<file path="src/rjfr_pkg.sv">
// Types, constants and helpers shared by the RTP/JPEG fragment reassembler.
`default_nettype none
package rjfr_pkg;

  localparam int unsigned NumSlots = 4;
  // Only four slots carry a bit in the free mask.
  localparam int unsigned NumPick  = (NumSlots < 4) ? NumSlots : 4;

  localparam int unsigned LenW     = 16;
  localparam int unsigned OffW     = 24;
  localparam int unsigned MaskW    = 4;
  localparam int unsigned SlotW    = 2;
  localparam int unsigned AddrW    = 25;
  localparam int unsigned HdrW     = 10;
  localparam int unsigned SeqW     = 32;
  localparam int unsigned CfgIdxW  = 1;
  localparam int unsigned CfgDataW = 25;

  localparam logic [LenW-1:0]     MinPacketBytes = LenW'(20);
  localparam logic [AddrW-1:0]    EoiBytes       = AddrW'(2);
  localparam logic [AddrW-1:0]    BufSizeReset   = AddrW'(262144);
  localparam logic [HdrW-1:0]     HdrLenReset    = HdrW'(605);
  localparam logic [SeqW-1:0]     SeqReset       = SeqW'(1);

  typedef enum logic [CfgIdxW-1:0] {
    CFG_BUFFER_SIZE   = 1'b0,
    CFG_HEADER_LENGTH = 1'b1
  } cfg_idx_e;

  typedef enum logic [2:0] {
    ST_SHORT    = 3'd0,
    ST_DISCARD  = 3'd1,
    ST_NOSLOT   = 3'd2,
    ST_GAP      = 3'd3,
    ST_OVERFLOW = 3'd4,
    ST_WRITTEN  = 3'd5
  } status_e;

  typedef struct packed {
    logic [LenW-1:0]  packet_length;
    logic             marker;
    logic [OffW-1:0]  fragment_offset;
    logic [MaskW-1:0] free_slots;
  } req_t;

  typedef struct packed {
    logic valid;
    req_t req;
  } stage_t;

  typedef struct packed {
    logic             found;
    logic [SlotW-1:0] idx;
  } slot_pick_t;

  // Lowest set bit of the free mask among the usable slots.
  function automatic slot_pick_t pick_free(input logic [MaskW-1:0] mask);
    slot_pick_t r;
    r.found = 1'b0;
    r.idx   = '0;
    for (int k = NumPick - 1; k >= 0; k--) begin
      if (mask[k]) begin
        r.found = 1'b1;
        r.idx   = SlotW'(k);
      end
    end
    return r;
  endfunction

endpackage
`default_nettype wire

</file>
<file path="src/rjfr_req_if.sv">
// Request channel carrying one packet header.
`default_nettype none
interface rjfr_req_if;
  logic                       valid;
  logic                       ready;
  logic [rjfr_pkg::LenW-1:0]  packet_length;
  logic                       marker;
  logic [rjfr_pkg::OffW-1:0]  fragment_offset;
  logic [rjfr_pkg::MaskW-1:0] free_slots;

  modport source (output valid, packet_length, marker, fragment_offset, free_slots,
                  input ready);
  modport sink   (input valid, packet_length, marker, fragment_offset, free_slots,
                  output ready);
endinterface
`default_nettype wire

</file>
<file path="src/rjfr_res_if.sv">
// Result channel carrying one tracker verdict per packet.
`default_nettype none
interface rjfr_res_if;
  logic                       valid;
  logic                       ready;
  logic [2:0]                 status;
  logic [rjfr_pkg::SlotW-1:0] slot;
  logic                       start_frame;
  logic [rjfr_pkg::AddrW-1:0] write_address;
  logic [rjfr_pkg::LenW-1:0]  write_length;
  logic                       frame_done;
  logic [rjfr_pkg::AddrW-1:0] frame_size;
  logic [rjfr_pkg::SeqW-1:0]  frame_sequence;

  modport source (output valid, status, slot, start_frame, write_address, write_length,
                         frame_done, frame_size, frame_sequence,
                  input ready);
  modport sink   (input valid, status, slot, start_frame, write_address, write_length,
                        frame_done, frame_size, frame_sequence,
                  output ready);
endinterface
`default_nettype wire

</file>
<file path="src/rjfr_in_reg.sv">
// Input register stage for packet header requests.
`default_nettype none
module rjfr_in_reg (
  input  wire logic            clk_i,
  input  wire logic            rst_ni,
  rjfr_req_if.sink             req_i,
  input  wire logic            advance_i,
  output rjfr_pkg::stage_t     stage_o
);

  logic            valid_q, valid_d;
  rjfr_pkg::req_t  req_q, req_d;
  logic            take;

  // Stage frees up when empty or when its item moves on this cycle.
  assign req_i.ready = !valid_q || advance_i;
  assign take        = req_i.valid && req_i.ready;

  always_comb begin
    valid_d = valid_q;
    req_d   = req_q;
    if (req_i.ready) begin
      valid_d = req_i.valid;
    end
    if (take) begin
      req_d.packet_length   = req_i.packet_length;
      req_d.marker          = req_i.marker;
      req_d.fragment_offset = req_i.fragment_offset;
      req_d.free_slots      = req_i.free_slots;
    end
  end

  always_ff @(posedge clk_i or negedge rst_ni) begin
    if (!rst_ni) begin
      valid_q <= 1'b0;
    end else begin
      valid_q <= valid_d;
    end
  end

  always_ff @(posedge clk_i) begin
    req_q <= req_d;
  end

  assign stage_o.valid = valid_q;
  assign stage_o.req   = req_q;

endmodule
`default_nettype wire

</file>
<file path="src/rjfr_tracker.sv">
// Frame tracker state, per-packet decision logic and result register.
`default_nettype none
module rjfr_tracker (
  input  wire logic                           clk_i,
  input  wire logic                           rst_ni,
  input  wire logic                           cfg_we_i,
  input  wire logic [rjfr_pkg::CfgIdxW-1:0]   cfg_idx_i,
  input  wire logic [rjfr_pkg::CfgDataW-1:0]  cfg_data_i,
  input  wire rjfr_pkg::stage_t               stage_i,
  output logic                                advance_o,
  rjfr_res_if.source                          res_o
);

  // Configuration
  logic [rjfr_pkg::AddrW-1:0] buf_size_q;
  logic [rjfr_pkg::HdrW-1:0]  hdr_len_q;

  // Frame state
  logic                        held_q, held_d;
  logic [rjfr_pkg::SlotW-1:0]  slot_q, slot_d;
  logic [rjfr_pkg::AddrW-1:0]  exp_q, exp_d;
  logic                        corrupt_q, corrupt_d;
  logic [rjfr_pkg::SeqW-1:0]   seq_q, seq_d;

  // Result register
  logic                        rvalid_q, rvalid_d;
  rjfr_pkg::status_e           status_q, status_d;
  logic [rjfr_pkg::SlotW-1:0]  rslot_q, rslot_d;
  logic                        start_q, start_d;
  logic [rjfr_pkg::AddrW-1:0]  waddr_q, waddr_d;
  logic [rjfr_pkg::LenW-1:0]   wlen_q, wlen_d;
  logic                        done_q, done_d;
  logic [rjfr_pkg::AddrW-1:0]  fsize_q, fsize_d;
  logic [rjfr_pkg::SeqW-1:0]   fseq_q, fseq_d;

  rjfr_pkg::req_t              req;
  rjfr_pkg::slot_pick_t        pick;
  logic                        fire;
  logic [rjfr_pkg::LenW-1:0]   plen;
  logic [rjfr_pkg::AddrW-1:0]  off_ext;
  logic [rjfr_pkg::AddrW-1:0]  wo;
  logic [rjfr_pkg::AddrW:0]    fit_sum;
  // Claim-stage values, before the contiguity and fit checks
  logic                        held_c;
  logic [rjfr_pkg::SlotW-1:0]  slot_c;
  logic [rjfr_pkg::AddrW-1:0]  exp_c;
  logic                        corrupt_c;

  assign req       = stage_i.req;
  assign advance_o = !rvalid_q || res_o.ready;
  assign fire      = stage_i.valid && advance_o;
  assign pick      = rjfr_pkg::pick_free(req.free_slots);
  assign plen      = req.packet_length - rjfr_pkg::MinPacketBytes;
  assign off_ext   = rjfr_pkg::AddrW'(req.fragment_offset);
  assign wo        = rjfr_pkg::AddrW'(hdr_len_q) + off_ext;
  assign fit_sum   = (rjfr_pkg::AddrW+1)'(wo) + (rjfr_pkg::AddrW+1)'(plen)
                   + (rjfr_pkg::AddrW+1)'(rjfr_pkg::EoiBytes);

  always_comb begin
    held_d    = held_q;
    slot_d    = slot_q;
    exp_d     = exp_q;
    corrupt_d = corrupt_q;
    seq_d     = seq_q;

    held_c    = held_q;
    slot_c    = slot_q;
    exp_c     = exp_q;
    corrupt_c = corrupt_q;

    status_d  = rjfr_pkg::ST_DISCARD;
    rslot_d   = held_q ? slot_q : '0;
    start_d   = 1'b0;
    waddr_d   = '0;
    wlen_d    = '0;
    done_d    = 1'b0;
    fsize_d   = '0;
    fseq_d    = '0;

    if (req.packet_length < rjfr_pkg::MinPacketBytes) begin
      // short packet: report only, state untouched
      status_d = rjfr_pkg::ST_SHORT;
    end else begin
      if (req.fragment_offset == '0) begin
        held_c    = pick.found;
        slot_c    = pick.idx;
        corrupt_c = !pick.found;
        exp_c     = '0;
        if (pick.found) begin
          start_d = 1'b1;
        end else begin
          status_d = rjfr_pkg::ST_NOSLOT;
        end
      end

      held_d    = held_c;
      slot_d    = slot_c;
      exp_d     = exp_c;
      corrupt_d = corrupt_c;

      if (!corrupt_c && held_c) begin
        if (off_ext != exp_c) begin
          corrupt_d = 1'b1;
          status_d  = rjfr_pkg::ST_GAP;
        end else if (fit_sum <= (rjfr_pkg::AddrW+1)'(buf_size_q)) begin
          status_d = rjfr_pkg::ST_WRITTEN;
          waddr_d  = wo;
          wlen_d   = plen;
          exp_d    = off_ext + rjfr_pkg::AddrW'(plen);
        end else begin
          corrupt_d = 1'b1;
          status_d  = rjfr_pkg::ST_OVERFLOW;
        end
      end

      rslot_d = held_c ? slot_c : '0;

      if (req.marker) begin
        if (!corrupt_d && held_c) begin
          done_d  = 1'b1;
          fsize_d = rjfr_pkg::AddrW'(hdr_len_q) + exp_d + rjfr_pkg::EoiBytes;
          fseq_d  = seq_q;
          seq_d   = seq_q + rjfr_pkg::SeqW'(1);
        end
        held_d    = 1'b0;
        exp_d     = '0;
        corrupt_d = 1'b1;
      end
    end
  end

  always_comb begin
    rvalid_d = rvalid_q;
    if (advance_o) begin
      rvalid_d = stage_i.valid;
    end
  end

  always_ff @(posedge clk_i or negedge rst_ni) begin
    if (!rst_ni) begin
      buf_size_q <= rjfr_pkg::BufSizeReset;
      hdr_len_q  <= rjfr_pkg::HdrLenReset;
    end else if (cfg_we_i) begin
      case (cfg_idx_i)
        rjfr_pkg::CFG_BUFFER_SIZE:   buf_size_q <= cfg_data_i[rjfr_pkg::AddrW-1:0];
        rjfr_pkg::CFG_HEADER_LENGTH: hdr_len_q  <= cfg_data_i[rjfr_pkg::HdrW-1:0];
        default: begin
        end
      endcase
    end
  end

  always_ff @(posedge clk_i or negedge rst_ni) begin
    if (!rst_ni) begin
      held_q    <= 1'b0;
      slot_q    <= '0;
      exp_q     <= '0;
      corrupt_q <= 1'b1;
      seq_q     <= rjfr_pkg::SeqReset;
      rvalid_q  <= 1'b0;
    end else begin
      rvalid_q <= rvalid_d;
      if (fire) begin
        held_q    <= held_d;
        slot_q    <= slot_d;
        exp_q     <= exp_d;
        corrupt_q <= corrupt_d;
        seq_q     <= seq_d;
      end
    end
  end

  always_ff @(posedge clk_i) begin
    if (fire) begin
      status_q <= status_d;
      rslot_q  <= rslot_d;
      start_q  <= start_d;
      waddr_q  <= waddr_d;
      wlen_q   <= wlen_d;
      done_q   <= done_d;
      fsize_q  <= fsize_d;
      fseq_q   <= fseq_d;
    end
  end

  assign res_o.valid          = rvalid_q;
  assign res_o.status         = status_q;
  assign res_o.slot           = rslot_q;
  assign res_o.start_frame    = start_q;
  assign res_o.write_address  = waddr_q;
  assign res_o.write_length   = wlen_q;
  assign res_o.frame_done     = done_q;
  assign res_o.frame_size     = fsize_q;
  assign res_o.frame_sequence = fseq_q;

endmodule
`default_nettype wire

</file>
<file path="src/rtp_jpeg_fragment_reassembler_top.sv">
// Top level of the RTP/JPEG fragment reassembly tracker.
//
//  channel  | dir | handshake     | payload
//  ---------+-----+---------------+---------------------------------------------
//  req_i    | in  | valid/ready   | packet_length, marker, fragment_offset,
//           |     |               | free_slots
//  res_o    | out | valid/ready   | status, slot, start_frame, write_address,
//           |     |               | write_length, frame_done, frame_size,
//           |     |               | frame_sequence
//  cfg_*    | in  | cfg_we_i only | cfg_idx_i (0 buffer_size, 1 header_length),
//           |     |               | cfg_data_i
//
// A request passes an input register, then the tracker logic (slot pick,
// offset compare, the adds and fit compare) into the result register. One
// request per cycle is taken while the result side does not stall; the
// tracker state registers feed straight back into the decision logic.
// Async active-low reset clears the pipeline valids and the frame state (no
// slot held, corrupt set, sequence 1) and loads the register defaults.
// A stalled result holds the pipeline; req_i.ready stays high while either
// stage has room.
`default_nettype none
module rtp_jpeg_fragment_reassembler_top (
  input  wire logic                           clk_i,
  input  wire logic                           rst_ni,
  rjfr_req_if.sink                            req_i,
  rjfr_res_if.source                          res_o,
  input  wire logic                           cfg_we_i,
  input  wire logic [rjfr_pkg::CfgIdxW-1:0]   cfg_idx_i,
  input  wire logic [rjfr_pkg::CfgDataW-1:0]  cfg_data_i
);

  rjfr_pkg::stage_t stage;
  logic             advance;

  // request capture
  rjfr_in_reg u_in_reg (
    .clk_i     (clk_i),
    .rst_ni    (rst_ni),
    .req_i     (req_i),
    .advance_i (advance),
    .stage_o   (stage)
  );

  // decision logic, frame state, registers and result register
  rjfr_tracker u_tracker (
    .clk_i      (clk_i),
    .rst_ni     (rst_ni),
    .cfg_we_i   (cfg_we_i),
    .cfg_idx_i  (cfg_idx_i),
    .cfg_data_i (cfg_data_i),
    .stage_i    (stage),
    .advance_o  (advance),
    .res_o      (res_o)
  );

endmodule
`default_nettype wire

</file>
<file path="src/flat_wrapper.sv">
// flat-port wrapper written by rule: the top's interface ports become plain ports
module rtp_jpeg_fragment_reassembler_top_flat 
  (clk_i, rst_ni, cfg_we_i, cfg_idx_i, cfg_data_i, req_i_valid, req_i_packet_length, req_i_marker, req_i_fragment_offset, req_i_free_slots, req_i_ready, res_o_valid, res_o_status, res_o_slot, res_o_start_frame, res_o_write_address, res_o_write_length, res_o_frame_done, res_o_frame_size, res_o_frame_sequence, res_o_ready);
  rjfr_req_if req_i_i ();
  rjfr_res_if res_o_i ();
  input  wire logic clk_i;
  input  wire logic rst_ni;
  input  wire logic cfg_we_i;
  input  wire logic [rjfr_pkg::CfgIdxW-1:0] cfg_idx_i;
  input  wire logic [rjfr_pkg::CfgDataW-1:0] cfg_data_i;
  input wire logic [$bits(req_i_i.valid)-1:0] req_i_valid;
  input wire logic [$bits(req_i_i.packet_length)-1:0] req_i_packet_length;
  input wire logic [$bits(req_i_i.marker)-1:0] req_i_marker;
  input wire logic [$bits(req_i_i.fragment_offset)-1:0] req_i_fragment_offset;
  input wire logic [$bits(req_i_i.free_slots)-1:0] req_i_free_slots;
  output wire logic [$bits(req_i_i.ready)-1:0] req_i_ready;
  output wire logic [$bits(res_o_i.valid)-1:0] res_o_valid;
  output wire logic [$bits(res_o_i.status)-1:0] res_o_status;
  output wire logic [$bits(res_o_i.slot)-1:0] res_o_slot;
  output wire logic [$bits(res_o_i.start_frame)-1:0] res_o_start_frame;
  output wire logic [$bits(res_o_i.write_address)-1:0] res_o_write_address;
  output wire logic [$bits(res_o_i.write_length)-1:0] res_o_write_length;
  output wire logic [$bits(res_o_i.frame_done)-1:0] res_o_frame_done;
  output wire logic [$bits(res_o_i.frame_size)-1:0] res_o_frame_size;
  output wire logic [$bits(res_o_i.frame_sequence)-1:0] res_o_frame_sequence;
  input wire logic [$bits(res_o_i.ready)-1:0] res_o_ready;
  assign req_i_i.valid = req_i_valid;
  assign req_i_i.packet_length = req_i_packet_length;
  assign req_i_i.marker = req_i_marker;
  assign req_i_i.fragment_offset = req_i_fragment_offset;
  assign req_i_i.free_slots = req_i_free_slots;
  assign req_i_ready = req_i_i.ready;
  assign res_o_valid = res_o_i.valid;
  assign res_o_status = res_o_i.status;
  assign res_o_slot = res_o_i.slot;
  assign res_o_start_frame = res_o_i.start_frame;
  assign res_o_write_address = res_o_i.write_address;
  assign res_o_write_length = res_o_i.write_length;
  assign res_o_frame_done = res_o_i.frame_done;
  assign res_o_frame_size = res_o_i.frame_size;
  assign res_o_frame_sequence = res_o_i.frame_sequence;
  assign res_o_i.ready = res_o_ready;
  rtp_jpeg_fragment_reassembler_top u_core (.clk_i(clk_i), .rst_ni(rst_ni), .req_i(req_i_i), .res_o(res_o_i), .cfg_we_i(cfg_we_i), .cfg_idx_i(cfg_idx_i), .cfg_data_i(cfg_data_i));
endmodule
</file>
<file path="config.mk">
export PLATFORM = sky130hd
export DESIGN_NAME = rtp_jpeg_fragment_reassembler_top_flat
export DESIGN_NICKNAME = d
export VERILOG_FILES = /design/src/rjfr_pkg.sv /design/src/rjfr_req_if.sv /design/src/rjfr_res_if.sv /design/src/rjfr_in_reg.sv /design/src/rjfr_tracker.sv /design/src/rtp_jpeg_fragment_reassembler_top.sv /design/src/flat_wrapper.sv
export SDC_FILE = /design/constraint.sdc
export NUM_CORES = 1
export LEC_CHECK = 0
export ABC_AREA = 1
export BUFFER_PORTS_ARGS = -buffer_cell sky130_fd_sc_hd__buf_2
export CAP_MARGIN = 10
export CORE_MARGIN = 1
export CORE_UTILIZATION = 30
export CTS_CLUSTER_DIAMETER = 200
export CTS_CLUSTER_SIZE = 10
export DETAILED_ROUTE_END_ITERATION = 8
export GPL_TIMING_DRIVEN = 0
export MAX_ROUTING_LAYER = met4
export SYNTH_ARGS = -nofsm -noshare
export SYNTH_HDL_FRONTEND = slang
export SYNTH_SLANG_ARGS = --single-unit
</file>
<file path="constraint.sdc">
create_clock -name clk_i -period 8.6 [get_ports clk_i]
set_clock_uncertainty 0.1 [all_clocks]
set_input_delay 0 -clock clk_i [delete_from_list [all_inputs] [get_ports clk_i]]
set_output_delay 0 -clock clk_i [all_outputs]
set_load 0.02 [all_outputs]
</file>
### Yosys cells after proc, flatten, opt, wreduce, memory -nomap -nowiden

Cells that the tools add are included.

* logic and storage cells: 91
* output and inout port bits: 107
* register bits: 248
* input port bits: 76

* equality and inequality tests: 1
* reductions and logical operators: 20
* muxes and demuxes: 32
* bitwise logic cells: 7
* order comparisons: 2
* add/sub/neg operators: 8

Operators with widths (number)
* $mux W25: 7
* $add A32 B1 Y32 const B: 1
* $add A25 B16 Y26: 1
* $add A26 B2 Y26 const B: 1
* $le A26 B25 Y1: 1
* $add A10 B24 Y25: 1
* $add A10 B25 Y25: 1
* $add A24 B16 Y25: 1
* $add A25 B2 Y25 const B: 1
* $ne A24 B25 Y1: 1
* $logic_not A24 Y1: 1
* $mux W3: 6
* $lt A16 B5 Y1 const B: 1
* $sub A16 B5 Y16 const B: 1
* $mux W1: 13
* $mux W2: 6
* $not A1 Y1: 7
* $reduce_and A2 Y1: 3
* $logic_not A1 Y1: 5
* $logic_and A1 B1 Y1: 4
* $reduce_and A4 Y1: 1
* $reduce_or A2 Y1: 2
* $reduce_or A4 Y1: 1
* $reduce_or A3 Y1: 1
* $logic_or A1 B1 Y1: 2

### Depth between registers and ports, before layout

Gate-level depths: netlist (run 1).

* depth in word-level cells: 15
* mapped depth: 57
* gate-level depth less buffers: 55

### Hierarchy

A second synthesis (run 1) with hierarchy kept.

* cells, all modules: 1728
* area, all modules: 14911.8 sq um

Modules (own cells, without submodules)
* rjfr_tracker: area each 13508.0 sq um, instances 1, cells an instance 1676, seq. area each 5591.6 sq um
* rjfr_in_reg: area each 1403.8 sq um, instances 1, cells an instance 52, seq. area each 1376.3 sq um

### Worst setup path after synthesis (run 1)

No wires, ideal clock.

* path type: register to register
* from: reg u_core.u_tracker.hdr_len_q[0] in the netlist's numbering
* to: reg u_core.u_tracker.fsize_q (netlist bit u_core.u_tracker.res_o.frame_size[19]) (data pin)
* arrival: 7975 ps
* clock period less this slack: 8330 ps
* library setup time: 255 ps
* data required time: 8245 ps
* path slack: 270 ps
* buffers on the path: 2
* cell stages (with the launch flop): 53
* cell sequence: dfstp_2 -> ha_1 -> inv_1 -> fa_1 -> o31ai_1 -> xor2_1 -> ha_1 -> ha_1 -> a21oi_1 -> o21bai_1 -> nand2_1 -> nor2_1 -> nor2_1 -> o21ai_0 -> nand4_1 -> nand2_1 -> nand2_1 -> a21oi_1 -> [17 not listed] -> ha_1 -> inv_1 -> fa_1 -> nor2_1 -> o21ai_0 -> nand2_1 -> nand2_1 -> nand2_1 -> a21oi_1 -> o21ai_0 -> a21oi_1 -> o21ai_0 -> nand3_1 -> nor2_4 -> nand3_2 -> nor2_1 -> nand2_1 -> and3_1

* word-level cells in the longest chain between the ends: 12
* elaborated cells between the ends (all ways): 18
* classes of those cells: add/sub (5); order compare (1); mux (8); bitwise (1); reduce/logical (3)

RTL lines
* from (decl): RTL line rjfr_tracker.sv:16 `logic [rjfr_pkg::HdrW-1:0] hdr_len_q;`
* from (signal assigned): RTL line rjfr_tracker.sv:142 `hdr_len_q <= rjfr_pkg::HdrLenReset;`
* from (signal assigned): RTL line rjfr_tracker.sv:146 `rjfr_pkg::CFG_HEADER_LENGTH: hdr_len_q <= cfg_data_i[rjfr_pkg::HdrW-1:0];`
* $add A10 B24 Y25 *: RTL line rjfr_tracker.sv:55 `assign wo = rjfr_pkg::AddrW'(hdr_len_q) + off_ext;`
* net u_core.u_tracker.wo, one bit: RTL line rjfr_tracker.sv:41 `logic [rjfr_pkg::AddrW-1:0] wo;`
* $add A25 B16 Y26 *: RTL line rjfr_tracker.sv:56 `assign fit_sum = (rjfr_pkg::AddrW+1)'(wo) + (rjfr_pkg::AddrW+1)'(plen)`
* $add A26 B2 Y26 *: RTL line rjfr_tracker.sv:57 `+ (rjfr_pkg::AddrW+1)'(rjfr_pkg::EoiBytes);`
* $le A26 B25 Y1 *: RTL line rjfr_tracker.sv:105 `end else if (fit_sum <= (rjfr_pkg::AddrW+1)'(buf_size_q)) begin`
* branches (longest 8 deep; another with $add A10 B25 Y25)
* to (signal assigned): RTL line rjfr_tracker.sv:181 `fsize_q <= fsize_d;`
* to (decl): RTL line rjfr_tracker.sv:33 `logic [rjfr_pkg::AddrW-1:0] fsize_q, fsize_d;`

Mark *: on every way through the listed nets, which the timed path passes. The select of a mux whose other input is x is not followed.
A chain may end at the register's enable or synchronous reset.

### Final worst setup path (run 1)

* from: reg u_core.u_tracker.hdr_len_q[3] in the netlist's numbering
* to: reg u_core.u_tracker.fsize_q (netlist bit u_core.u_tracker.res_o.frame_size[19]) (data pin)

The elaborated chain is that of the path after synthesis.

==> flow_summary.html, run 1 <==
<table>
<tr><th>Metric</th><th>Value</th></tr>
<tr><th colspan="2">Place</th></tr>
<tr><td>Cells after DPL</td><td>2,621</td></tr>
<tr><td>Setup Slack @ Placement</td><td>-2.06 ns</td></tr>
<tr><td>Routability congestion estimate</td><td>0.916</td></tr>
<tr><td>Number of port buffers</td><td>182</td></tr>
<tr><td>Total half-perimeter wirelength after legalization and detailed placement</td><td>37.0 mm</td></tr>
<tr><th colspan="2">Drt</th></tr>
<tr><td>Routed vias</td><td>13,400</td></tr>
<tr><td>Pre-antenna DRT Iters</td><td>5</td></tr>
<tr><td>Post-detailed-route via-to-cell ratio</td><td>4.75</td></tr>
<tr><td>DR iter-0 viols</td><td>904</td></tr>
<tr><td>Routed WL</td><td>49.6 mm</td></tr>
<tr><td>Residual DRC count</td><td>0</td></tr>
<tr><td>Count of antenna-violating nets left after detailed routing</td><td>0</td></tr>
<tr><td>Average detailed-routed wire length per instance</td><td>17.6 µm</td></tr>
<tr><th colspan="2">Global routing</th></tr>
<tr><td>All-layer global routing usage</td><td>19.9%</td></tr>
<tr><td>Number of global-route vias before repair</td><td>13,300</td></tr>
<tr><td>Initial antenna violation count</td><td>0</td></tr>
<tr><td>Global route total overflow</td><td>0</td></tr>
<tr><td>Global-route wire length before repair</td><td>75.4 mm</td></tr>
<tr><td>Maximum number of pins on one net before global-route repair</td><td>67</td></tr>
<tr><th colspan="2">Setup path</th></tr>
<tr><td>Critical path required time</td><td>8.84 ns</td></tr>
<tr><td>Launch point of the worst reg-to-reg path</td><td>u_core.u_tracker.hdr_len_q[3]$_DFFE_PN1P_</td></tr>
<tr><td>Max incr delay on CP</td><td>0.58 ns</td></tr>
<tr><td>Maximum net fanout on the critical path</td><td>5</td></tr>
<tr><td>First element of the critical path</td><td>u_core.u_tracker.hdr_len_q[3]$_DFFE_PN1P_</td></tr>
<tr><td>Category of the critical setup timing path</td><td>register to register</td></tr>
<tr><td>Setup crit end kind</td><td>register</td></tr>
<tr><td>Cell type with the highest occurrence count on the critical path</td><td>nand2_1</td></tr>
<tr><td>Arr. time, crit path</td><td>8.56 ns</td></tr>
<tr><td>Slack of the worst reg-to-reg path</td><td>0.27 ns</td></tr>
<tr><td>Startpoint type of the worst setup path</td><td>register</td></tr>
<tr><td>CP max stage cell</td><td>dfstp_2</td></tr>
<tr><th colspan="2">Timing</th></tr>
<tr><td>RSZ-0062 raised after global routing</td><td>yes</td></tr>
<tr><td>Final worst-path cycle share</td><td>96.8%</td></tr>
<tr><td>Transition time of the tightest slew-check pin</td><td>0.902 ns</td></tr>
<tr><td>Minimum clock period</td><td>8.33 ns</td></tr>
<tr><td>Headroom to the max-slew limit</td><td>39.3%</td></tr>
<tr><td>Setup slack after layout</td><td>0.275 ns</td></tr>
<tr><td>Hold Violations, Final</td><td>0</td></tr>
<tr><td>Pins over their slew limit</td><td>0</td></tr>
<tr><td>Sum Neg Setup Slack</td><td>0 ns</td></tr>
<tr><td>Highest Clock Rate</td><td>0.120 GHz</td></tr>
<tr><td>Final setup violating endpoints</td><td>0</td></tr>
<tr><th colspan="2">Finish</th></tr>
<tr><td>Final Non-Filler Cells</td><td>2,818</td></tr>
<tr><td>Proportion of layout cells with a drive suffix above 1</td><td>19.1%</td></tr>
<tr><td>Area overhead of the layout relative to synthesis</td><td>29.5%</td></tr>
<tr><td>Net count of the finished layout</td><td>2,317</td></tr>
<tr><td>Ant diodes</td><td>0</td></tr>
<tr><th colspan="2">Power and ir drop</th></tr>
<tr><td>Internal power</td><td>0.00249 W</td></tr>
<tr><td>Clk pwr share</td><td>30.2%</td></tr>
<tr><td>Peak ir drop on the vdd network</td><td>137 µV</td></tr>
<tr><td>Proportion of total power due to net switching</td><td>34.0%</td></tr>
<tr><td>Part of the total power dissipated in combinational logic</td><td>31.6%</td></tr>
<tr><td>Static Leak</td><td>9.10 nW</td></tr>
<tr><td>Power consumption</td><td>0.00377 W</td></tr>
<tr><td>Relative contribution of sequential cells to total power</td><td>38.1%</td></tr>
<tr><td>Net Sw Power</td><td>0.00128 W</td></tr>
<tr><td>Areal power density over the cells</td><td>193 nW/µm²</td></tr>
<tr><th colspan="2">Clock tree</th></tr>
<tr><td>CTS tree</td><td>yes</td></tr>
<tr><td>Maximum level of the CTS H-tree</td><td>1</td></tr>
<tr><td>Clock tree sinks</td><td>248</td></tr>
<tr><td>Master cell of the clock root buffer</td><td>clkbuf_16</td></tr>
<tr><td>Source-to-sink clock delay at the later pin of the worst-skew pair</td><td>0.59 ns</td></tr>
<tr><td>Total CTS buffers</td><td>28</td></tr>
<tr><td>Max Buffers Root-to-Sink</td><td>3</td></tr>
<tr><td>Post-CTS clock slew at the launch and capture registers of the worst setup and hold paths</td><td>0.06 ns</td></tr>
<tr><th colspan="2">Logic synthesis</th></tr>
<tr><td>Library cell with the highest instance count after synthesis</td><td>nand2_1</td></tr>
<tr><td>Leading post-synthesis cells by instance count</td><td>nand2_1 (394), nor2_1 (227), inv_1 (218)</td></tr>
<tr><td>Share of the yosys chip area belonging to registers</td><td>46.2%</td></tr>
<tr><td>Number of enable flip-flop cells after synthesis</td><td>150</td></tr>
<tr><td>Total nets after synthesis</td><td>1,957</td></tr>
<tr><td>Most area-consuming cells after synthesis</td><td>edfxtp_1 (30%), dfrtp_1 (15%), nand2_1 (9.8%)</td></tr>
<tr><td>Primary FF master, synth</td><td>edfxtp_1</td></tr>
<tr><td>Mapped cell area</td><td>15,100 µm²</td></tr>
<tr><td>Asr flop ratio synth</td><td>39.5%</td></tr>
<tr><td>Unique masters post-synth</td><td>50</td></tr>
<tr><td>FF+latch count, synth</td><td>248</td></tr>
<tr><td>Cell type with the largest total area after synthesis</td><td>edfxtp_1</td></tr>
<tr><td>Share of the synthesized area in the top cell type</td><td>29.9%</td></tr>
<tr><td>Per-instance average area after synthesis</td><td>8.51 µm²</td></tr>
<tr><td>Number of warnings reported in the yosys synthesis log</td><td>0</td></tr>
<tr><td>Cells after Synth</td><td>1,772</td></tr>
<tr><th colspan="2">Run</th></tr>
<tr><td>Count of max-cap constraint violations</td><td>0</td></tr>
<tr><th colspan="2">Min path</th></tr>
<tr><td>Startpoint of the worst hold path</td><td>req_i_fragment_offset[11]</td></tr>
<tr><td>Min-delay worst type</td><td>input port to register</td></tr>
<tr><th colspan="2">Floorplanning</th></tr>
<tr><td>Overall die area</td><td>51,100 µm²</td></tr>
<tr><td>Row cnt</td><td>81</td></tr>
<tr><td>Count of boundary I/O pins</td><td>183</td></tr>
<tr><td>Core area</td><td>49,300 µm²</td></tr>
<tr><td>Initial cell density of the core</td><td>30.6%</td></tr>
<tr><td>Height of the chip</td><td>226 µm</td></tr>
<tr><td>Die Wd</td><td>226 µm</td></tr>
<tr><th colspan="2">Outcome</th></tr>
<tr><td>Result of the run</td><td>finished clean</td></tr>
</table>
[area by class of cell]
type,instances,area (µm²)
Multi-Input combinational cell,1264,7460
Sequential cell,248,6970
Timing Repair Buffer,331,2360
Clock buffer,52,822
Buffer,37,239
Tap cell,664,831
Inverter,222,850
Fill cell,5059,29700
[power groups by stage]
| stage | clock, W | sequential [W] | combinational (W) |
|---|---|---|---|
| after floorplan | 0 | 0.00152 | 0.000635 |
| after global placement | 0 | 0.00148 | 0.000973 |
| after detailed placement | 0 | 0.00147 | 0.00100 |
| after CTS | 0.00117 | 0.00144 | 0.00114 |
| after global routing | 0.00121 | 0.00145 | 0.00132 |
| final | 0.00114 | 0.00144 | 0.00119 |
[metal layers]
layer | global-route usage (%) | wire (µm)
met3 | 2.13 | 2070
met1 | 25.1 | 21900
met2 | 33.2 | 23900
met5 | - | 0
met4 | 6.54 | 1700
[flip-flops by register name (all words and copies together), names as in the netlist, 2 cells and up]
name	cells
u_core.u_tracker.res_o.write_length	16
u_core.u_tracker.seq_q	32
u_core.u_tracker.res_o.frame_sequence	32
u_core.u_tracker.res_o.frame_size	25
u_core.u_tracker.exp_q	25
u_core.u_in_reg.stage_o	45
u_core.u_tracker.slot_q	2
u_core.u_tracker.buf_size_q	25
u_core.u_tracker.res_o.slot	2
u_core.u_tracker.res_o.status	3
u_core.u_tracker.hdr_len_q	10
u_core.u_tracker.res_o.write_address	25
[repair_timing]
| action | 4_1_cts | 5_1_grt |
|---|---|---|
| endpoints found under the hold margin | 194 | 0 |
| setup endpoints to repair | 21 | 16 |
| hold buffers | 100 | 0 |
| cloned | 0 | 1 |
| pin swaps | 26 | 49 |
| gates resized for setup | 64 | 53 |
| buffers inserted | 28 | 17 |
[worst max-delay path: cells and delay by family (launching register included)]
family                   cells  cell delay (ns)
buffers and inverters        8             0.87
AO/OA/AOI/OAI               15             2.25
adder cells (fa/ha/maj)      7             1.91
AND/OR/NAND/NOR             21             2.20
XOR/XNOR                     1             0.20
flip-flops                   1             0.58
[kinds of logic after synthesis]
kind of cell	after synthesis	synth area share, %
compound gates	237	8.58
xor+xnor	97	5.64
fa+ha+maj	109	9.25
buf+inv	260	7.00
flops	248	46.2
simple gates	821	23.3
[cell usage in the layout (no fill, tap or decap), types with 30 or more instances in the layout]
cell type / count
nand2_1: 385
nor2_1: 220
inv_1: 210
buf_2: 194
edfxtp_1: 150
dlygate4sd3_1: 99
ha_1: 95
dfrtp_1: 89
a21oi_1: 88
o21ai_0: 79
nand3_1: 78
xor2_1: 76
buf_4: 47
clkbuf_1: 33
clkbuf_16: 30
[final timing paths]
| kind | cells after the start | to |
|---|---|---|
| max | 52 | u_core.u_tracker.res_o.frame_size[19]$_SDFFCE_PP0P_ |
| min | 2 | u_core.u_in_reg.stage_o[15]$_DFFE_PP_ |
| max reg2reg | 52 | u_core.u_tracker.res_o.frame_size[19]$_SDFFCE_PP0P_ |
| min reg2reg | 2 | u_core.u_tracker.buf_size_q[7]$_DFFE_PN0P_ |
| max in group asynchronous | 4 | u_core.u_tracker.corrupt_q$_DFFE_PN1P_ |
| min in group asynchronous | 3 | u_core.u_tracker.hdr_len_q[9]$_DFFE_PN1P_ |
[per-stage QoR]
step | hold slack (ns) | instance area (µm²) | utilization (%)
floorplan | -0.396 | 15100 | -
global placement | 0.0785 | 16800 | 34.1
detailed placement | -0.106 | 16900 | 34.3
CTS | 0.000717 | 19200 | 38.9
global route | 0.0201 | 19500 | 39.6
finish | 0.0265 | 19500 | 39.6
(Power assumes the default switching activity.)
==> inputs of run 2 (changes only) <==
- SYNTH_HIERARCHICAL: unset -> 1
- TNS_END_PERCENT: unset -> 1
==> flow_summary.html, run 2 <==
<table>
<tr><th>Metric</th><th>Value</th></tr>
<tr><th colspan="2">Setup path</th></tr>
<tr><td>Cell type with the highest occurrence count on the critical path</td><td>nand2_1</td></tr>
<tr><td>Critical path required time</td><td>8.80 ns</td></tr>
<tr><td>Category of the critical setup timing path</td><td>register to register</td></tr>
<tr><td>Max incr delay on CP</td><td>0.55 ns</td></tr>
<tr><td>Arr. time, crit path</td><td>8.55 ns</td></tr>
<tr><td>CP max stage cell</td><td>dfstp_2</td></tr>
<tr><td>Buffering stage count on the worst path with inverters included</td><td>6</td></tr>
<tr><td>Maximum net fanout on the critical path</td><td>7</td></tr>
<tr><td>Setup crit end kind</td><td>register</td></tr>
<tr><td>Startpoint type of the worst setup path</td><td>register</td></tr>
<tr><td>Delay-heaviest family, CP</td><td>adder cells</td></tr>
<tr><th colspan="2">Logic synthesis</th></tr>
<tr><td>Total nets after synthesis</td><td>1,913</td></tr>
<tr><td>Unique masters post-synth</td><td>51</td></tr>
<tr><td>Library cell with the highest instance count after synthesis</td><td>nand2_1</td></tr>
<tr><td>Number of enable flip-flop cells after synthesis</td><td>150</td></tr>
<tr><td>Cells after Synth</td><td>1,728</td></tr>
<tr><td>Leading post-synthesis cells by instance count</td><td>nand2_1 (363), inv_1 (233), nor2_1 (207)</td></tr>
<tr><td>Number of warnings reported in the yosys synthesis log</td><td>6</td></tr>
<tr><td>Primary FF master, synth</td><td>edfxtp_1</td></tr>
<tr><td>Share of the synthesized area in the top cell type</td><td>30.2%</td></tr>
<tr><td>FF+latch count, synth</td><td>248</td></tr>
<tr><td>Cell type with the largest total area after synthesis</td><td>edfxtp_1</td></tr>
<tr><td>Asr flop ratio synth</td><td>39.5%</td></tr>
<tr><td>Share of the yosys chip area belonging to registers</td><td>46.7%</td></tr>
<tr><td>Mapped cell area</td><td>14,900 µm²</td></tr>
<tr><td>Per-instance average area after synthesis</td><td>8.63 µm²</td></tr>
<tr><td>Most area-consuming cells after synthesis</td><td>edfxtp_1 (30%), dfrtp_1 (15%), nand2_1 (9.1%)</td></tr>
<tr><th colspan="2">Drt</th></tr>
<tr><td>Metal3 WL</td><td>2.02 mm</td></tr>
<tr><td>Routed metal-1 wirelength</td><td>20.8 mm</td></tr>
<tr><td>Highest metal layer used by the detailed router</td><td>met4</td></tr>
<tr><td>Met2 wire length</td><td>22.4 mm</td></tr>
<tr><td>Average detailed-routed wire length per instance</td><td>17.0 µm</td></tr>
<tr><td>Post-detailed-route via-to-cell ratio</td><td>4.73</td></tr>
<tr><td>DR iter-0 viols</td><td>825</td></tr>
<tr><td>Pre-antenna DRT Iters</td><td>5</td></tr>
<tr><td>Routed WL</td><td>46.7 mm</td></tr>
<tr><td>Routed vias</td><td>13,000</td></tr>
<tr><td>Count of antenna-violating nets left after detailed routing</td><td>0</td></tr>
<tr><td>Residual DRC count</td><td>0</td></tr>
<tr><th colspan="2">Timing</th></tr>
<tr><td>Final setup violating endpoints</td><td>0</td></tr>
<tr><td>Pins over their slew limit</td><td>0</td></tr>
<tr><td>Sum Neg Setup Slack</td><td>0 ns</td></tr>
<tr><td>Fin Hold WS</td><td>0.0467 ns</td></tr>
<tr><td>Final worst-path cycle share</td><td>97.0%</td></tr>
<tr><td>Hold Violations, Final</td><td>0</td></tr>
<tr><td>Minimum clock period</td><td>8.35 ns</td></tr>
<tr><td>Transition time of the tightest slew-check pin</td><td>1.06 ns</td></tr>
<tr><td>Highest Clock Rate</td><td>0.120 GHz</td></tr>
<tr><td>Headroom to the max-slew limit</td><td>29.3%</td></tr>
<tr><td>Setup slack after layout</td><td>0.255 ns</td></tr>
<tr><th colspan="2">Clock tree</th></tr>
<tr><td>Source-to-sink clock delay at the later pin of the worst-skew pair</td><td>0.57 ns</td></tr>
<tr><td>Maximum level of the CTS H-tree</td><td>1</td></tr>
<tr><td>Total CTS buffers</td><td>28</td></tr>
<tr><td>CTS tree</td><td>yes</td></tr>
<tr><td>Post-CTS clock slew at the launch and capture registers of the worst setup and hold paths</td><td>0.06 ns</td></tr>
<tr><td>Master cell of the clock root buffer</td><td>clkbuf_16</td></tr>
<tr><td>Clock tree sinks</td><td>248</td></tr>
<tr><td>Max Buffers Root-to-Sink</td><td>3</td></tr>
<tr><th colspan="2">Global routing</th></tr>
<tr><td>Global route total overflow</td><td>0</td></tr>
<tr><td>All-layer global routing usage</td><td>18.7%</td></tr>
<tr><td>Number of global-route vias before repair</td><td>12,800</td></tr>
<tr><td>Maximum number of pins on one net before global-route repair</td><td>71</td></tr>
<tr><td>Initial antenna violation count</td><td>0</td></tr>
<tr><td>Global-route wire length before repair</td><td>70.8 mm</td></tr>
<tr><th colspan="2">Floorplanning</th></tr>
<tr><td>Core area</td><td>49,000 µm²</td></tr>
<tr><td>Die Wd</td><td>225 µm</td></tr>
<tr><td>Overall die area</td><td>50,600 µm²</td></tr>
<tr><td>Count of boundary I/O pins</td><td>183</td></tr>
<tr><td>Height of the chip</td><td>225 µm</td></tr>
<tr><td>Row cnt</td><td>81</td></tr>
<tr><td>Initial cell density of the core</td><td>30.5%</td></tr>
<tr><th colspan="2">Finish</th></tr>
<tr><td>Number of flip-flops under the largest register name</td><td>45</td></tr>
<tr><td>Net count of the finished layout</td><td>2,251</td></tr>
<tr><td>Commonest non-fill, non-tap cell in the layout</td><td>nand2_1</td></tr>
<tr><td>Area overhead of the layout relative to synthesis</td><td>29.1%</td></tr>
<tr><td>Ant diodes</td><td>0</td></tr>
<tr><td>Finished Core Util</td><td>39.3%</td></tr>
<tr><td>Most used cells in the layout excluding fill and tap cells</td><td>nand2_1 (355), inv_1 (229), nor2_1 (202)</td></tr>
<tr><td>Final design area excluding fillers</td><td>19,200 µm²</td></tr>
<tr><td>Proportion of layout cells with a drive suffix above 1</td><td>19.2%</td></tr>
<tr><th colspan="2">Run</th></tr>
<tr><td>Count of max-cap constraint violations</td><td>0</td></tr>
<tr><th colspan="2">Power and ir drop</th></tr>
<tr><td>Peak ir drop on the vdd network</td><td>157 µV</td></tr>
<tr><td>Areal power density over the cells</td><td>187 nW/µm²</td></tr>
<tr><td>Static Leak</td><td>9.06 nW</td></tr>
<tr><th colspan="2">Min path</th></tr>
<tr><td>Min-delay worst type</td><td>input port to register</td></tr>
<tr><th colspan="2">Place</th></tr>
<tr><td>Setup Slack @ Placement</td><td>-1.57 ns</td></tr>
<tr><td>Area of placed instances</td><td>16,700 µm²</td></tr>
<tr><td>Number of port buffers</td><td>182</td></tr>
<tr><td>Total half-perimeter wirelength after legalization and detailed placement</td><td>34.8 mm</td></tr>
<tr><td>Routability congestion estimate</td><td>0.931</td></tr>
<tr><th colspan="2">Outcome</th></tr>
<tr><td>Result of the run</td><td>finished clean</td></tr>
</table>
[run 2: cells by family (layout without fill, tap and decap cells)]
family / Yosys count / in the layout / share of synthesized area, %
simple gates: 737 / 737 / 21.3
flops: 248 / 248 / 46.7
fa+ha+maj: 109 / 109 / 9.35
xor+xnor: 100 / 100 / 5.87
buf+inv: 272 / 632 / 7.21
compound gates: 262 / 262 / 9.58
[run 2: layout make-up]
cell class	count	area, µm²
fill	4908	29700
multi-input combinational	1208	7370
sequential	248	6970
timing repair buffer	310	2160
inverter	237	905
tap	664	831
clock buffer	52	822
buffer	33	186
[run 2: metrics by stage]
| step | total power (W) | instances |
|---|---|---|
| final | 0.00359 | 2752 |
| after global routing | 0.00380 | 2752 |
| after CTS | 0.00354 | 2729 |
| after detailed placement | 0.00232 | 2577 |
| after global placement | 0.00230 | 2574 |
| after floorplan | 0.00205 | 1728 |
[run 2: per-layer routing]
layer  vias up  track usage [%]
li1       6394                -
met1      6198             24.0
met2       360             30.9
met3        76             2.27
met4         0             5.57
met5         -                -
[run 2: what timing repair did]
item	in CTS	in global routing
endpoints found under the setup margin	23	19
hold buffers	87	0
pin swaps	5	28
buffers inserted	14	23
gates resized for setup	43	77
endpoints found under the hold margin	196	0
gates cloned	0	1
[run 2: report_power, final]
group | total, W | switching (W) | internal (W)
clock | 0.00112 | 0.000483 | 0.000634
sequential | 0.00140 | 0.0000465 | 0.00136
combinational | 0.00107 | 0.000648 | 0.000422
total | 0.00359 | 0.00118 | 0.00241
[run 2: worst paths after layout]
| check | start | endpoint | slack [ns] | cells after the start |
|---|---|---|---|---|
| worst max-delay path | u_core/u_tracker/hdr_len_q[0]$_DFFE_PN1P_ | u_core/u_tracker/res_o.frame_size[23]$_SDFFCE_PP0P_ | 0.25 | 49 |
| worst min-delay path | req_i_packet_length[6] | u_core/u_in_reg/stage_o[35]$_DFFE_PP_ | 0.05 | 2 |
| worst max register to register | u_core/u_tracker/hdr_len_q[0]$_DFFE_PN1P_ | u_core/u_tracker/res_o.frame_size[23]$_SDFFCE_PP0P_ | 0.25 | 49 |
| worst min register to register | u_core/u_tracker/buf_size_q[5]$_DFFE_PN0P_ | u_core/u_tracker/buf_size_q[5]$_DFFE_PN0P_ | 0.39 | 2 |
| max in group asynchronous | rst_ni | u_core/u_tracker/corrupt_q$_DFFE_PN1P_ | 7.44 | 4 |
| min in group asynchronous | rst_ni | u_core/u_tracker/hdr_len_q[3]$_DFFE_PN1P_ | 0.53 | 3 |
==> inputs of run 3 (changes only) <==
- CORE_ASPECT_RATIO: unset -> 2
- clock period: 8.6 -> 7.6 ns (I/O delays scaled with it)
==> flow_summary.html, run 3 (same netlist as run 2, synthesis figures left out) <==
<table>
<tr><th>Metric</th><th>Value</th></tr>
<tr><th colspan="2">Floorplanning</th></tr>
<tr><td>Die Wd</td><td>160 µm</td></tr>
<tr><td>Row cnt</td><td>115</td></tr>
<tr><td>Count of boundary I/O pins</td><td>183</td></tr>
<tr><td>Height of the chip</td><td>317 µm</td></tr>
<tr><td>Overall die area</td><td>50,700 µm²</td></tr>
<tr><td>Core area</td><td>49,100 µm²</td></tr>
<tr><td>Initial cell density of the core</td><td>30.4%</td></tr>
<tr><th colspan="2">Timing</th></tr>
<tr><td>Pins over their slew limit</td><td>0</td></tr>
<tr><td>Final setup violating endpoints</td><td>15</td></tr>
<tr><td>Fin Hold WS</td><td>0.0360 ns</td></tr>
<tr><td>Minimum clock period</td><td>8.07 ns</td></tr>
<tr><td>Setup slack after layout</td><td>-0.471 ns</td></tr>
<tr><td>RSZ-0062 raised after global routing</td><td>yes</td></tr>
<tr><td>Headroom to the max-slew limit</td><td>22.5%</td></tr>
<tr><td>Final worst-path cycle share</td><td>106%</td></tr>
<tr><td>Transition time of the tightest slew-check pin</td><td>1.16 ns</td></tr>
<tr><td>Highest Clock Rate</td><td>0.124 GHz</td></tr>
<tr><td>Hold Violations, Final</td><td>0</td></tr>
<tr><th colspan="2">Finish</th></tr>
<tr><td>Proportion of layout cells with a drive suffix above 1</td><td>21.8%</td></tr>
<tr><td>Number of flip-flops under the largest register name</td><td>45</td></tr>
<tr><td>Final design area excluding fillers</td><td>19,800 µm²</td></tr>
<tr><td>Net count of the finished layout</td><td>2,279</td></tr>
<tr><td>Ant diodes</td><td>0</td></tr>
<tr><td>Area overhead of the layout relative to synthesis</td><td>32.5%</td></tr>
<tr><td>Finished Core Util</td><td>40.3%</td></tr>
<tr><td>Final Non-Filler Cells</td><td>2,758</td></tr>
<tr><td>Commonest non-fill, non-tap cell in the layout</td><td>nand2_1</td></tr>
<tr><td>Most used cells in the layout excluding fill and tap cells</td><td>nand2_1 (346), inv_1 (223), nor2_1 (199)</td></tr>
<tr><th colspan="2">Setup path</th></tr>
<tr><td>Maximum net fanout on the critical path</td><td>6</td></tr>
<tr><td>Arr. time, crit path</td><td>8.28 ns</td></tr>
<tr><td>Category of the critical setup timing path</td><td>register to register</td></tr>
<tr><td>Setup crit end kind</td><td>register</td></tr>
<tr><td>Critical path required time</td><td>7.81 ns</td></tr>
<tr><td>Max incr delay on CP</td><td>0.58 ns</td></tr>
<tr><td>CP max stage cell</td><td>dfstp_2</td></tr>
<tr><td>Cell type with the highest occurrence count on the critical path</td><td>nand2_2</td></tr>
<tr><td>Startpoint type of the worst setup path</td><td>register</td></tr>
<tr><th colspan="2">Power and ir drop</th></tr>
<tr><td>Peak ir drop on the vdd network</td><td>159 µV</td></tr>
<tr><td>Static Leak</td><td>9.22 nW</td></tr>
<tr><td>Areal power density over the cells</td><td>210 nW/µm²</td></tr>
<tr><th colspan="2">Global routing</th></tr>
<tr><td>Initial antenna violation count</td><td>0</td></tr>
<tr><td>All-layer global routing usage</td><td>20.8%</td></tr>
<tr><td>Global route total overflow</td><td>0</td></tr>
<tr><td>Maximum number of pins on one net before global-route repair</td><td>68</td></tr>
<tr><td>Global-route wire length before repair</td><td>76.9 mm</td></tr>
<tr><td>Number of global-route vias before repair</td><td>13,800</td></tr>
<tr><th colspan="2">Drt</th></tr>
<tr><td>Post-detailed-route via-to-cell ratio</td><td>4.78</td></tr>
<tr><td>Pre-antenna DRT Iters</td><td>5</td></tr>
<tr><td>Count of antenna-violating nets left after detailed routing</td><td>0</td></tr>
<tr><td>Residual DRC count</td><td>0</td></tr>
<tr><td>Routed WL</td><td>51.6 mm</td></tr>
<tr><td>DR iter-0 viols</td><td>527</td></tr>
<tr><td>Average detailed-routed wire length per instance</td><td>18.7 µm</td></tr>
<tr><td>Routed vias</td><td>13,200</td></tr>
<tr><th colspan="2">Clock tree</th></tr>
<tr><td>Source-to-sink clock delay at the later pin of the worst-skew pair</td><td>0.56 ns</td></tr>
<tr><td>Maximum level of the CTS H-tree</td><td>1</td></tr>
<tr><td>Master cell of the clock root buffer</td><td>clkbuf_16</td></tr>
<tr><td>Max Buffers Root-to-Sink</td><td>3</td></tr>
<tr><td>Clock tree sinks</td><td>248</td></tr>
<tr><td>Total CTS buffers</td><td>28</td></tr>
<tr><td>CTS tree</td><td>yes</td></tr>
<tr><td>Post-CTS clock slew at the launch and capture registers of the worst setup and hold paths</td><td>0.06 ns</td></tr>
<tr><th colspan="2">Place</th></tr>
<tr><td>Cells after DPL</td><td>2,557</td></tr>
<tr><td>Area of placed instances</td><td>16,900 µm²</td></tr>
<tr><td>Number of port buffers</td><td>182</td></tr>
<tr><td>Routability congestion estimate</td><td>0.934</td></tr>
<tr><td>Total half-perimeter wirelength after legalization and detailed placement</td><td>40.2 mm</td></tr>
<tr><td>Setup Slack @ Placement</td><td>-1.73 ns</td></tr>
<tr><th colspan="2">Min path</th></tr>
<tr><td>Min-delay worst type</td><td>input port to async pin</td></tr>
<tr><th colspan="2">Outcome</th></tr>
<tr><td>Violated checks</td><td>negative setup slack</td></tr>
<tr><td>Result of the run</td><td>finished, violations left</td></tr>
<tr><th colspan="2">Run</th></tr>
<tr><td>Count of max-cap constraint violations</td><td>0</td></tr>
</table>
==> run 3: cell count changes in the layout (fill, tap and decap cells not counted), moves of 8 or more <==
| cell | previous run | this run |
|---|---|---|
| buf_4 | 39 | 57 |
| ha_4 | 9 | 23 |
| buf_6 | 5 | 16 |
| ha_1 | 89 | 80 |
| nand2_2 | 12 | 20 |
| nand2_1 | 355 | 346 |
==> run 3: path summary, 6_finish.rpt <==
check | slack, ns | cells past startpoint | end | from
worst max-delay path | -0.47 | 48 | u_core/u_tracker/res_o.frame_size[21]$_SDFFCE_PP0P_ | u_core/u_tracker/hdr_len_q[2]$_DFFE_PN1P_
worst min-delay path | 0.04 | 2 | u_core/u_tracker/corrupt_q$_DFFE_PN1P_ | rst_ni
worst max register to register | -0.47 | 48 | u_core/u_tracker/res_o.frame_size[21]$_SDFFCE_PP0P_ | u_core/u_tracker/hdr_len_q[2]$_DFFE_PN1P_
worst min register to register | 0.38 | 2 | u_core/u_tracker/buf_size_q[5]$_DFFE_PN0P_ | u_core/u_tracker/buf_size_q[5]$_DFFE_PN0P_
max in group asynchronous | 6.98 | 3 | u_core/u_tracker/seq_q[0]$_DFFE_PN1P_ | rst_ni
min in group clk_i | 0.04 | 2 | u_core/u_in_reg/stage_o[33]$_DFFE_PP_ | req_i_packet_length[4]
==> run 3: power by group <==
group	total (W)	internal, W	switching [W]
clock network	0.00127	0.000716	0.000552
registers	0.00159	0.00154	0.0000526
logic	0.00129	0.000520	0.000769
==> run 3: cell type report <==
cell class / count / area, µm²
Fill cell: 4911 / 29300
Inverter: 237 / 906
Timing Repair Buffer: 337 / 2420
Buffer: 34 / 211
Multi-Input combinational cell: 1208 / 7630
Sequential cell: 248 / 6970
Tap cell: 643 / 805
Clock buffer: 51 / 818
==> run 3: stage by stage <==
| step | power, W | TNS, ns |
|---|---|---|
| 6_report | 0.00415 | -4.45 |
| 5_1_grt | 0.00438 | -11.15 |
| 4_1_cts | 0.00414 | -5.80 |
| 3_5_place_dp | 0.00269 | -27.95 |
| 3_3_place_gp | 0.00266 | -25.87 |
| 2_1_floorplan | 0.00235 | 0 |
==> run 3: timing repair <==
item,CTS,global route
setup buffers,52,16
hold buffers,85,0
endpoints found under the hold margin,188,0
pin swaps,42,52
gates resized for setup,87,65
setup endpoints to repair,23,21
==> run 3: critical path, delay by kind of cell (launching register included) <==
family	cells	cell delay [ns]
flops	1	0.58
compound gates	14	2.18
simple gates	19	2.21
buf+inv	6	0.68
xor+xnor	2	0.33
fa+ha+maj	7	1.74
==> run 3: routing by layer <==
| metal | global-route usage (%) | vias up | share of wire (%) |
|---|---|---|---|
| met5 | - | - | 0 |
| met3 | 1.93 | 144 | 3.1 |
| li1 | - | 6439 | - |
| met2 | 41.5 | 353 | 56 |
| met1 | 17.9 | 6239 | 33 |
| met4 | 14.9 | 0 | 7.7 |
